`config.mk`:
```
export PLATFORM = sky130hd
export DESIGN_NAME = dfir_ram
export DESIGN_NICKNAME = d
export VERILOG_FILES = /design/src/rtl/core/dfir_ram.sv
export SDC_FILE = /design/constraint.sdc
export NUM_CORES = 1
export LEC_CHECK = 0
export BUFFER_PORTS_ARGS = -buffer_cell sky130_fd_sc_hd__buf_2
export CAP_MARGIN = 5
export CORE_MARGIN = 2
export CORE_UTILIZATION = 60
export CTS_CLUSTER_DIAMETER = 30
export DETAILED_ROUTE_END_ITERATION = 12
export MAX_ROUTING_LAYER = met4
export PLACE_DENSITY_LB_ADDON = 0.08
export SLEW_MARGIN = 15
export SYNTH_ARGS = -nofsm -noshare
export SYNTH_HDL_FRONTEND = slang
export SYNTH_SLANG_ARGS = --single-unit
```
`constraint.sdc`:
```
create_clock -name clk -period 3.7 [get_ports clk]
set_input_delay 0.185 -clock clk [delete_from_list [all_inputs] [get_ports clk]]
set_output_delay 0.185 -clock clk [all_outputs]
set_load 0.01 [all_outputs]
```
`src/rtl/core/dfir_ram.sv`:
```
`default_nettype none
module dfir_ram #(
	parameter int unsigned WIDTH = 8,
	parameter int unsigned DEPTH = 16,
	localparam int unsigned AW = (DEPTH > 1) ? $clog2(DEPTH) : 1
) (
	input  wire logic             clk,
	input  wire logic             we,
	input  wire logic [AW-1:0]    waddr,
	input  wire logic [WIDTH-1:0] wdata,
	input  wire logic             re,
	input  wire logic [AW-1:0]    raddr,
	output logic      [WIDTH-1:0] rdata
);

	logic [WIDTH-1:0] mem [DEPTH];

	always_ff @(posedge clk) begin
		if (we) begin
			mem[waddr] <= wdata;
		end
		if (re) begin
			rdata <= mem[raddr];
		end
	end

endmodule
`default_nettype wire

```
==> key figures <==
Power and ir drop
  • Net Sw Frac: 0.204
  • Comb pwr share: 0.045
  • Max VDD drop: 0.329 mV
  • Net Sw Power: 0.703 mW
  • Leakage: 1.99 nW
  • Pint: ~2.7 mW
  • Power Dens Cells: 575 nW/µm²
  • Clock power share: 0.449
  • Sequential share of power: 0.506

Setup path
  • CP required: 3.96 ns
  • Crit end category: flop
  • Crit path max fanout: 13
  • Buf+Inv Stages, Crit Path: 2
  • Startpoint types: primary input
  • R2R depth: 3
  • CP arrival: 1.89 ns
  • Critical path, cell by cell: buf_2 -> buf_4 -> mux4_1 -> a22oi_1 -> nand2_1
  • CP Depth: 5
  • Crit path largest cell delay: around 0.64 ns
  • CP max stage cell: mux4_1
  • WS Path Type: in -> reg
  • Reg2reg setup slack: 2.13 ns
  • Top cell family by delay on the critical path: buffers and inverters

Drt
  • Number of vias per cell: 6.33
  • Post-route DRC: 0
  • 1st-pass router iterations: 4
  • Number of DRC markers in iteration 0: 215
  • Antenna viol nets, final: 0
  • Drt total wl: just under 10,000 µm
  • Via count: 2,470
  • Wire per inst: 24.9 µm

Logic synthesis
  • Synthesis-stage register bit count: 136
  • Prevailing post-synth register cell: edfxtp_1
  • Synth Net Count: 248
  • Area share of the largest cell type after synthesis: 0.781
  • Unique masters post-synth: 18
  • Top cell type by total area after synthesis: edfxtp_1
  • Share of synthesized flip-flops with an asynchronous set or reset: 0
  • Synthesized area: ~5200 µm²
  • Largest cells by area after synthesis: edfxtp_1 (78%), mux4_2 (7.8%), mux4_1 (7.0%), a22oi_1 (2.3%), nor2_1 (0.93%)
  • Gate Count Post-Synth: 229
  • Ys Warns: 0
  • Sequential-to-total area share from yosys stat: 0.781
  • Syn_area_per_cell: 22.8 µm²
  • Post-synth EDFFs: 136

STA
  • RSZ-0062 raised after global routing: false
  • Final min period: 1.63 ns
  • Fmax: slightly above 600 MHz
  • Final setup viols: 0
  • Max-slew violation count: 0
  • Worst slew pin tran: 0.886 ns
  • Final period utilization: 0.441
  • Final Hold Vio Count: 0
  • Setup TNS: 0 ns
  • Max transition margin: 0.407
  • Final Skew: 0.00923 ns

Clocking
  • Clock slew at reported path FFs: 0.06 ns
  • Total CTS buffers: 17
  • CTS max path bufs: 2
  • CTS root buf: clkbuf_8
  • CTS tree: done
  • Hold-fix buffers, CTS: 0
  • Skew-Pair Late Insertion Delay: between 0.5 and 0.6 ns
  • Post-cts gate resize count: 0
  • Setup Buffers After CTS: 0
  • CTS HTree Levels: 4
  • Clock Sinks: 136

Finish
  • Final nets: ~290
  • Fill cell count: 535
  • Share of layout cells above drive strength 1: 0.284
  • Cell Count, Final, Fillers Out: 390
  • Area growth syn-to-layout: 14.8%
  • Final antenna diode count: 0

Placed design
  • GPL Wtd Cong: about 0.75
  • Port-buffer cells: 26
  • Placed cells: 359
  • Dpl hpwl: 6170 µm

Die
  • Die area: around 9500 µm²
  • Initial core utilization: 0.608
  • Std-Cell Rows: 34
  • Core area: ~8600 µm²
  • I/O pins: 27
  • Chip Width: 97.3 µm
  • Die Ht: 97.3 µm

Run status
  • Status: completed

Run
  • Max-Cap Viols: 0

Worst hold path
  • Hold depth: 1
  • Worst min path class: in -> reg

Global route
  • Overall Global Routing Usage: 0.232
  • Met1 usage: 0.336
  • Met3 Use GR: 0.0719
  • GR Layer Usage met2: 0.330
  • Initial antenna violation count: 0
  • Number of global-route vias before repair: 2,452
  • Largest net degree at the start of global routing: 33
  • Grt total ovfl: 0
  • First-pass GRT wire length: 15,000 µm
  • Grt peak-use layer: met1
synth_stat cells (2+ instances only):
library cell	instances
nand2b_1	2
nor3_1	4
buf_6	3
clkdlybuf4s25_2	3
mux4_2	18
a22oi_1	16
mux4_1	14
nand2_1	9
buf_2	3
nand3b_1	2
edfxtp_1	136
nor2_1	13
layout by cell type, fill, tap and decap left out:
master / n
clkinv_2: 3
clkinv_4: 1
nor2_1: 13
bufinv_16: 2
clkinv_1: 1
mux4_2: 18
clkbuf_1: 1
clkbuf_8: 1
buf_4: 6
nor2b_1: 1
nand2b_1: 2
nand3b_1: 2
edfxtp_1: 136
or3b_2: 1
clkbuf_16: 16
nand2_1: 9
nand3_1: 1
buf_2: 26
and2b_1: 1
mux4_1: 14
and2_1: 1
a22oi_1: 16
nor3_1: 4
clkinvlp_4: 6
layer usage:
layer / share of wire / up-vias
met5: 0 / -
met3: 0.086 / 8
met2: 0.49 / 118
li1: - / 1066
met1: 0.42 / 1278
met4: 0.0059 / 0
registers in the layout, summed over array words and instances (netlist names):
| signal | cells |
|---|---|
| mem | 128 |
| rdata | 8 |
final cells by class:
cell class | count | area [µm²] | share of cell area
clock buffer | 18 | 418 | 0.0696
tap | 108 | 135 | 0.0225
clock inverter | 13 | 133 | 0.0221
multi-input combinational | 83 | 1060 | 0.176
timing repair buffer | 32 | 175 | 0.0292
sequential | 136 | 4080 | 0.680
per-stage QoR:
step / worst slack [ns] / power (mW) / hold WS [ns] / instance area [µm²] / utilization
CTS: 2.03 / 3.47 / 0.0134 / 6000 / 0.698
floorplan: 2.02 / 1.87 / 0.284 / 5230 / -
global route: 1.97 / 3.55 / 0.00652 / 6000 / 0.698
finish: 2.07 / 3.45 / 0.0356 / 6000 / 0.698
detailed placement: 1.48 / 1.93 / 0.560 / 5450 / 0.634
global placement: 1.51 / 1.93 / 0.560 / 5450 / 0.634
power groups by stage:
stage,clock network [mW],registers (mW),logic [mW]
floorplan,0,1.78,0.0876
global placement,0,1.78,0.153
detailed placement,0,1.78,0.156
CTS,1.57,1.75,0.157
global route,1.64,1.75,0.167
finish,1.55,1.75,0.155
worst paths after layout:
check / start / endpoint
max: raddr[0] / rdata[1]
min: re / rdata[2]
max reg2reg: mem[1][1] / rdata[1]
min reg2reg: mem[15][2] / rdata[2]
cells by family after synthesis:
logic type / Yosys count / synth area share
DFF: 136 / 0.781
and+or+nand+nor: 35 / 0.0314
muxes: 32 / 0.148
AOI/OAI and AO/OA: 16 / 0.0230
buffers and inverters: 10 / 0.0165
Note: power is estimated with default switching activity, not from simulation.
