`src/rtl/core/dfir_pkg.sv`:
```
`default_nettype none
package dfir_pkg;

	localparam int unsigned MAX_DECIM_D   = 16;
	localparam int unsigned MAX_TAPS_D    = 127;
	localparam int unsigned SAMPLE_BITS_D = 24;
	localparam int unsigned COEF_BITS_D   = 18;

	localparam int unsigned FUNC_BITS = 2;
	localparam int unsigned CIDX_BITS = 7;
	localparam int unsigned CFG_BITS  = 5;
	// Tap count is eight taps per decimation step plus one, capped at MAX_TAPS.
	localparam int unsigned TAP_SHIFT = 3;

	typedef enum logic [FUNC_BITS-1:0] {
		FUNC_PUSH  = 2'd0,
		FUNC_COEF  = 2'd1,
		FUNC_CLEAR = 2'd2
	} func_t;

	typedef enum logic [2:0] {
		ST_IDLE,
		ST_PASS,
		ST_MAC,
		ST_DRAIN,
		ST_EMIT
	} state_t;

	typedef struct packed {
		logic acc_clear;
		logic issue;
		logic hist_ok;
		logic round_load;
	} mac_ctl_t;

endpackage
`default_nettype wire

```
`src/rtl/core/dfir_mac.sv`:
```
`default_nettype none
module dfir_mac #(
	parameter int unsigned MAX_TAPS    = dfir_pkg::MAX_TAPS_D,
	parameter int unsigned SAMPLE_BITS = dfir_pkg::SAMPLE_BITS_D,
	parameter int unsigned COEF_BITS   = dfir_pkg::COEF_BITS_D
) (
	input  wire logic                   clk,
	input  wire logic                   arst_n,
	input  wire dfir_pkg::mac_ctl_t     ctl,
	input  wire logic [SAMPLE_BITS-1:0] hist_rdata,
	input  wire logic [COEF_BITS-1:0]   coef_rdata,
	output logic                        busy,
	output logic      [SAMPLE_BITS-1:0] result
);

	localparam int unsigned PROD_W = SAMPLE_BITS + COEF_BITS;
	localparam int unsigned ACC_W  = PROD_W + $clog2(MAX_TAPS);
	localparam int unsigned RND_W  = ACC_W + 1;
	localparam int unsigned SH     = COEF_BITS - 1;
	localparam int unsigned Q_W    = RND_W - SH;
	localparam int unsigned UP_W   = Q_W - SAMPLE_BITS + 1;
	localparam logic [RND_W-1:0] HALF = RND_W'(64'd1 << (COEF_BITS - 2));

	logic                     v_s1;
	logic                     hok_s1;
	logic                     v_s2;
	logic signed [PROD_W-1:0] prod_s2;
	logic        [ACC_W-1:0]  acc_q;
	logic        [RND_W-1:0]  rnd_q;
	logic        [Q_W-1:0]    q;
	logic        [UP_W-1:0]   upper;

	always_ff @(posedge clk or negedge arst_n) begin
		if (!arst_n) begin
			v_s1   <= 1'b0;
			hok_s1 <= 1'b0;
			v_s2   <= 1'b0;
		end else begin
			v_s1   <= ctl.issue;
			hok_s1 <= ctl.hist_ok;
			v_s2   <= v_s1;
		end
	end

	always_ff @(posedge clk) begin
		if (v_s1) begin
			prod_s2 <= hok_s1 ? $signed(hist_rdata) * $signed(coef_rdata)
				: $signed(PROD_W'(0));
		end
		if (ctl.acc_clear) begin
			acc_q <= '0;
		end else if (v_s2) begin
			acc_q <= acc_q + {{(ACC_W - PROD_W){prod_s2[PROD_W-1]}}, prod_s2};
		end
		if (ctl.round_load) begin
			rnd_q <= {acc_q[ACC_W-1], acc_q} + HALF;
		end
	end

	// Dropping the low bits is the arithmetic shift; the top bits decide saturation.
	assign q     = rnd_q[RND_W-1:SH];
	assign upper = q[Q_W-1:SAMPLE_BITS-1];

	always_comb begin
		if (upper == '0 || upper == '1) begin
			result = q[SAMPLE_BITS-1:0];
		end else if (q[Q_W-1]) begin
			result = {1'b1, {(SAMPLE_BITS - 1){1'b0}}};
		end else begin
			result = {1'b0, {(SAMPLE_BITS - 1){1'b1}}};
		end
	end

	assign busy = v_s1 || v_s2;

endmodule
`default_nettype wire

```
`config.mk`:
```
export PLATFORM = sky130hd
export DESIGN_NAME = dfir_mac
export DESIGN_NICKNAME = d
export VERILOG_FILES = /design/src/rtl/core/dfir_pkg.sv /design/src/rtl/core/dfir_mac.sv
export SDC_FILE = /design/constraint.sdc
export NUM_CORES = 1
export LEC_CHECK = 0
export BUFFER_PORTS_ARGS = -buffer_cell sky130_fd_sc_hd__buf_2
export CORE_MARGIN = 1.5
export CORE_UTILIZATION = 50
export DETAILED_ROUTE_END_ITERATION = 12
export GPL_ROUTABILITY_DRIVEN = 0
export MAX_ROUTING_LAYER = met4
export PLACE_DENSITY_LB_ADDON = 0.3
export SLEW_MARGIN = 20
export SYNTH_ARGS = -nofsm -noshare
export SYNTH_HDL_FRONTEND = slang
export SYNTH_SLANG_ARGS = --single-unit
export TNS_END_PERCENT = 30
```
`constraint.sdc`:
```
create_clock -name clk -period 5.7 [get_ports clk]
set_clock_uncertainty 0.2 [all_clocks]
set_input_delay 1.14 -clock clk [delete_from_list [all_inputs] [get_ports clk]]
set_output_delay 1.14 -clock clk [all_outputs]
set_load 0.02 [all_outputs]
```
==> impl_metrics.py <==
metrics = {
    "cts": {
        "clk_path_buf_depth": 2,
        "cts_tree": "built",
        "cts-root-buf": "clkbuf_16",
        "insertion_delay_ps": 430,
        "clock-sinks": 127,
        "htree_levels": 4,
        "clkTransAtPathRegs_ps": 60,
        "cts_hold_buf": 0,
        "cts_buffers": 17,
    },
    "critical_path": {
        "end_kind": "flip-flop",
        "arrival_ps": 6650,
        "startpoint": "coef_rdata[1]",
        "crit_required_ps": 5680,
        "cp_max_fo": 6,
        "critPathLaunchType": "input port",
        "r2r_start": "prod_s2[7]$_SDFFCE_PN0P_",
        "r2r_slack_ps": 2030,
        "rr_worst_depth": 10,
        "crit_type": "input port to flip-flop",
        "r2r-end": "acc_q[48]$_SDFFE_PP0P_",
    },
    "flow_run": {
        "drv_cap": 0,
    },
    "floorplan": {
        "chipWidth_um": 217,
        "dieArea_um2": 47200,
        "core_area_um2": 45300,
        "die_h_um": 217,
        "start_util": 0.507,
        "num_io_pins": 73,
        "num_rows": 78,
    },
    "global_routing": {
        "grt_max_degree": 52,
        "antenna_found_initial": 0,
        "grt_use_met3": 0.0335,
        "grt_pass1_wl_um": 88300,
        "grt_overflow": 0,
        "grt_use_total": 0.238,
        "grt_use_met2": 0.381,
        "grt_pass1_vias": 18200,
        "grt_util_met1": 0.317,
        "grt_busiest_layer": "met2",
    },
    "detailed_routing": {
        "wl_per_cell_um": 15.8,
        "drc": 0,
        "vias_per_cell": 5.22,
        "firstDrtPassIters": 5,
        "antenna_left": 0,
        "routed_wl_um": 53200,
        "drtIter0Drc": 1085,
        "via_count": 17600,
    },
    "final_layout": {
        "fill_cells": 3781,
        "drive_above_1_share": 0.184,
        "layout.nets": 3391,
        "final_cells": 3376,
        "antenna_cells": 0,
        "area_delta_synth_final_pct": 18.5,
    },
    "yosys": {
        "ys_seq_elements": 127,
        "synth_area_leaders": "fa_1 37%, edfxtp_1 9.8%, ha_1 8.4%",
        "synth_edf_count": 75,
        "synth_seq_area_share": 0.144,
        "netlist_area_um2": 22900,
        "ys_warn_count": 0,
        "synth_top_cell_by_area": "fa_1",
        "async_flop_share": 0.0236,
        "synth_ff_type": "edfxtp_1",
        "syn_inst": 2534,
        "ys_types": 64,
        "avgSynthCellArea_um2": 9.05,
        "synth_top_area_share": 0.372,
        "syn_nets": 3162,
    },
    "sta": {
        "hold_viol": 0,
        "finalMaxSlewViolations": 0,
        "finalSetupViolCount": 28,
        "post-route-min-period_ps": 6670,
        "worst_pin_slew_ps": 971,
        "rsz0062_at_grt": "yes",
        "fin_ws_ps": -965,
        "fmax_mhz": 150,
        "max_slew_margin": 0.353,
        "fin_crit_sh": 1.17,
    },
    "placement": {
        "port_buffers": 72,
        "place_ws_ps": -1720,
        "dp_cells": 3320,
        "detailed_place_hpwl_um": 44700,
    },
    "run_status": {
        "status": "complete, but fails checks",
        "failed_checks": "setup timing",
    },
    "worst_hold_path": {
        "hold_class": "input port to asynchronous set/reset pin",
    },
}
[flip-flops by register name, indices dropped and copies added, names as in the netlist]
name     count
acc_q       49
hok_s1       1
v_s1         1
v_s2         1
prod_s2     42
rnd_q       33
[worst max-delay path by stage]
stage | end | slack (ps) | cells past startpoint
2_1_floorplan | prod_s2[40]$_SDFFCE_PN0P_ | -1280 | 25
5_1_grt | prod_s2[40]$_SDFFCE_PN0P_ | -1150 | 24
4_1_cts | prod_s2[40]$_SDFFCE_PN0P_ | -980 | 23
6_report | prod_s2[40]$_SDFFCE_PN0P_ | -970 | 24
3_5_place_dp | prod_s2[40]$_SDFFCE_PN0P_ | -1720 | 24
3_3_place_gp | prod_s2[40]$_SDFFCE_PN0P_ | -1570 | 21
[per-layer routing]
metal	wire [um]	vias to the layer above
met5	0	-
met4	1380	0
met3	3690	96
met2	24600	599
met1	23500	8646
li1	-	8268
[through the flow]
step                      instance area, um2  utilization  TNS, ps  hold WS (ps)
final                                  27200        0.601   -17320           295
after global routing                   27200        0.601   -22290           287
after CTS                              26700        0.589   -17050           277
after detailed placement               25500        0.563   -37230           289
after global placement                 25500        0.563   -35120           278
after floorplan                        23300            -   -22150           264
[logic make-up (layout without fill, tap and decap cells)]
group,count (synthesis),count (layout),share of synthesized area
simple gates,768,768,0.160
buf+inv,620,862,0.102
fa+ha+maj,580,580,0.456
compound gates,291,291,0.0802
flops,127,127,0.144
xor+xnor,114,114,0.0435
mux,34,34,0.0149
[cell usage after synthesis (all sizes together) (49+ instances only)]
cell type,number
nand2,367
and2,183
xnor2,72
a21oi,89
clkbuf,102
inv,510
o21ai,72
ha,154
edfxtp,75
nor2,84
dfxtp,49
fa,426
[critical path, cell delays in order]
cell and delay, ps:
buf_4 160, nand2_1 90, fa_1 520, inv_1 50
fa_1 460, fa_1 490, inv_1 50, fa_1 500
inv_1 60, fa_1 530, inv_1 50, fa_1 490
inv_2 50, ha_4 140, a21o_1 170, a31o_4 220
a221oi_4 310, a21oi_2 120, o21ai_2 200, a21oi_2 100
a41oi_2 180, a21oi_2 90, or3_1 310, and3_1 170
[layout make-up]
cell class,instances,area (um2),area share
tap,600,751,0.0276
multi-input combinational,1787,17900,0.659
clock inverter,15,164,0.00603
timing repair buffer,319,2710,0.0997
clock buffer,17,425,0.0156
inverter,511,1920,0.0707
sequential,127,3310,0.122
[timing repair]
item                       4_1_cts  5_1_grt
setup buffers                   15       13
gates cloned                     0        1
pin swaps                       80       71
setup endpoints to repair       31       31
gates resized for setup        150      118
[layout by cell type, fill, tap and decap left out, types with 25 or more instances in the layout]
master,synthesis,final
inv_1,510,486
fa_1,426,401
nand2_1,366,356
buf_4,0,204
and2_1,183,166
ha_1,154,139
nor2_1,84,83
edfxtp_1,75,75
xnor2_1,72,72
a21oi_1,87,67
o21ai_0,71,60
buf_6,0,52
dfxtp_1,49,49
a21o_1,46,46
xor2_1,42,42
buf_2,2,38
mux2i_1,33,33
nand3_1,29,29
fa_2,0,25
Power is left out: the tool's default activity adds up to more than one toggle a clock period on the data nets, which glitch-free logic cannot reach.
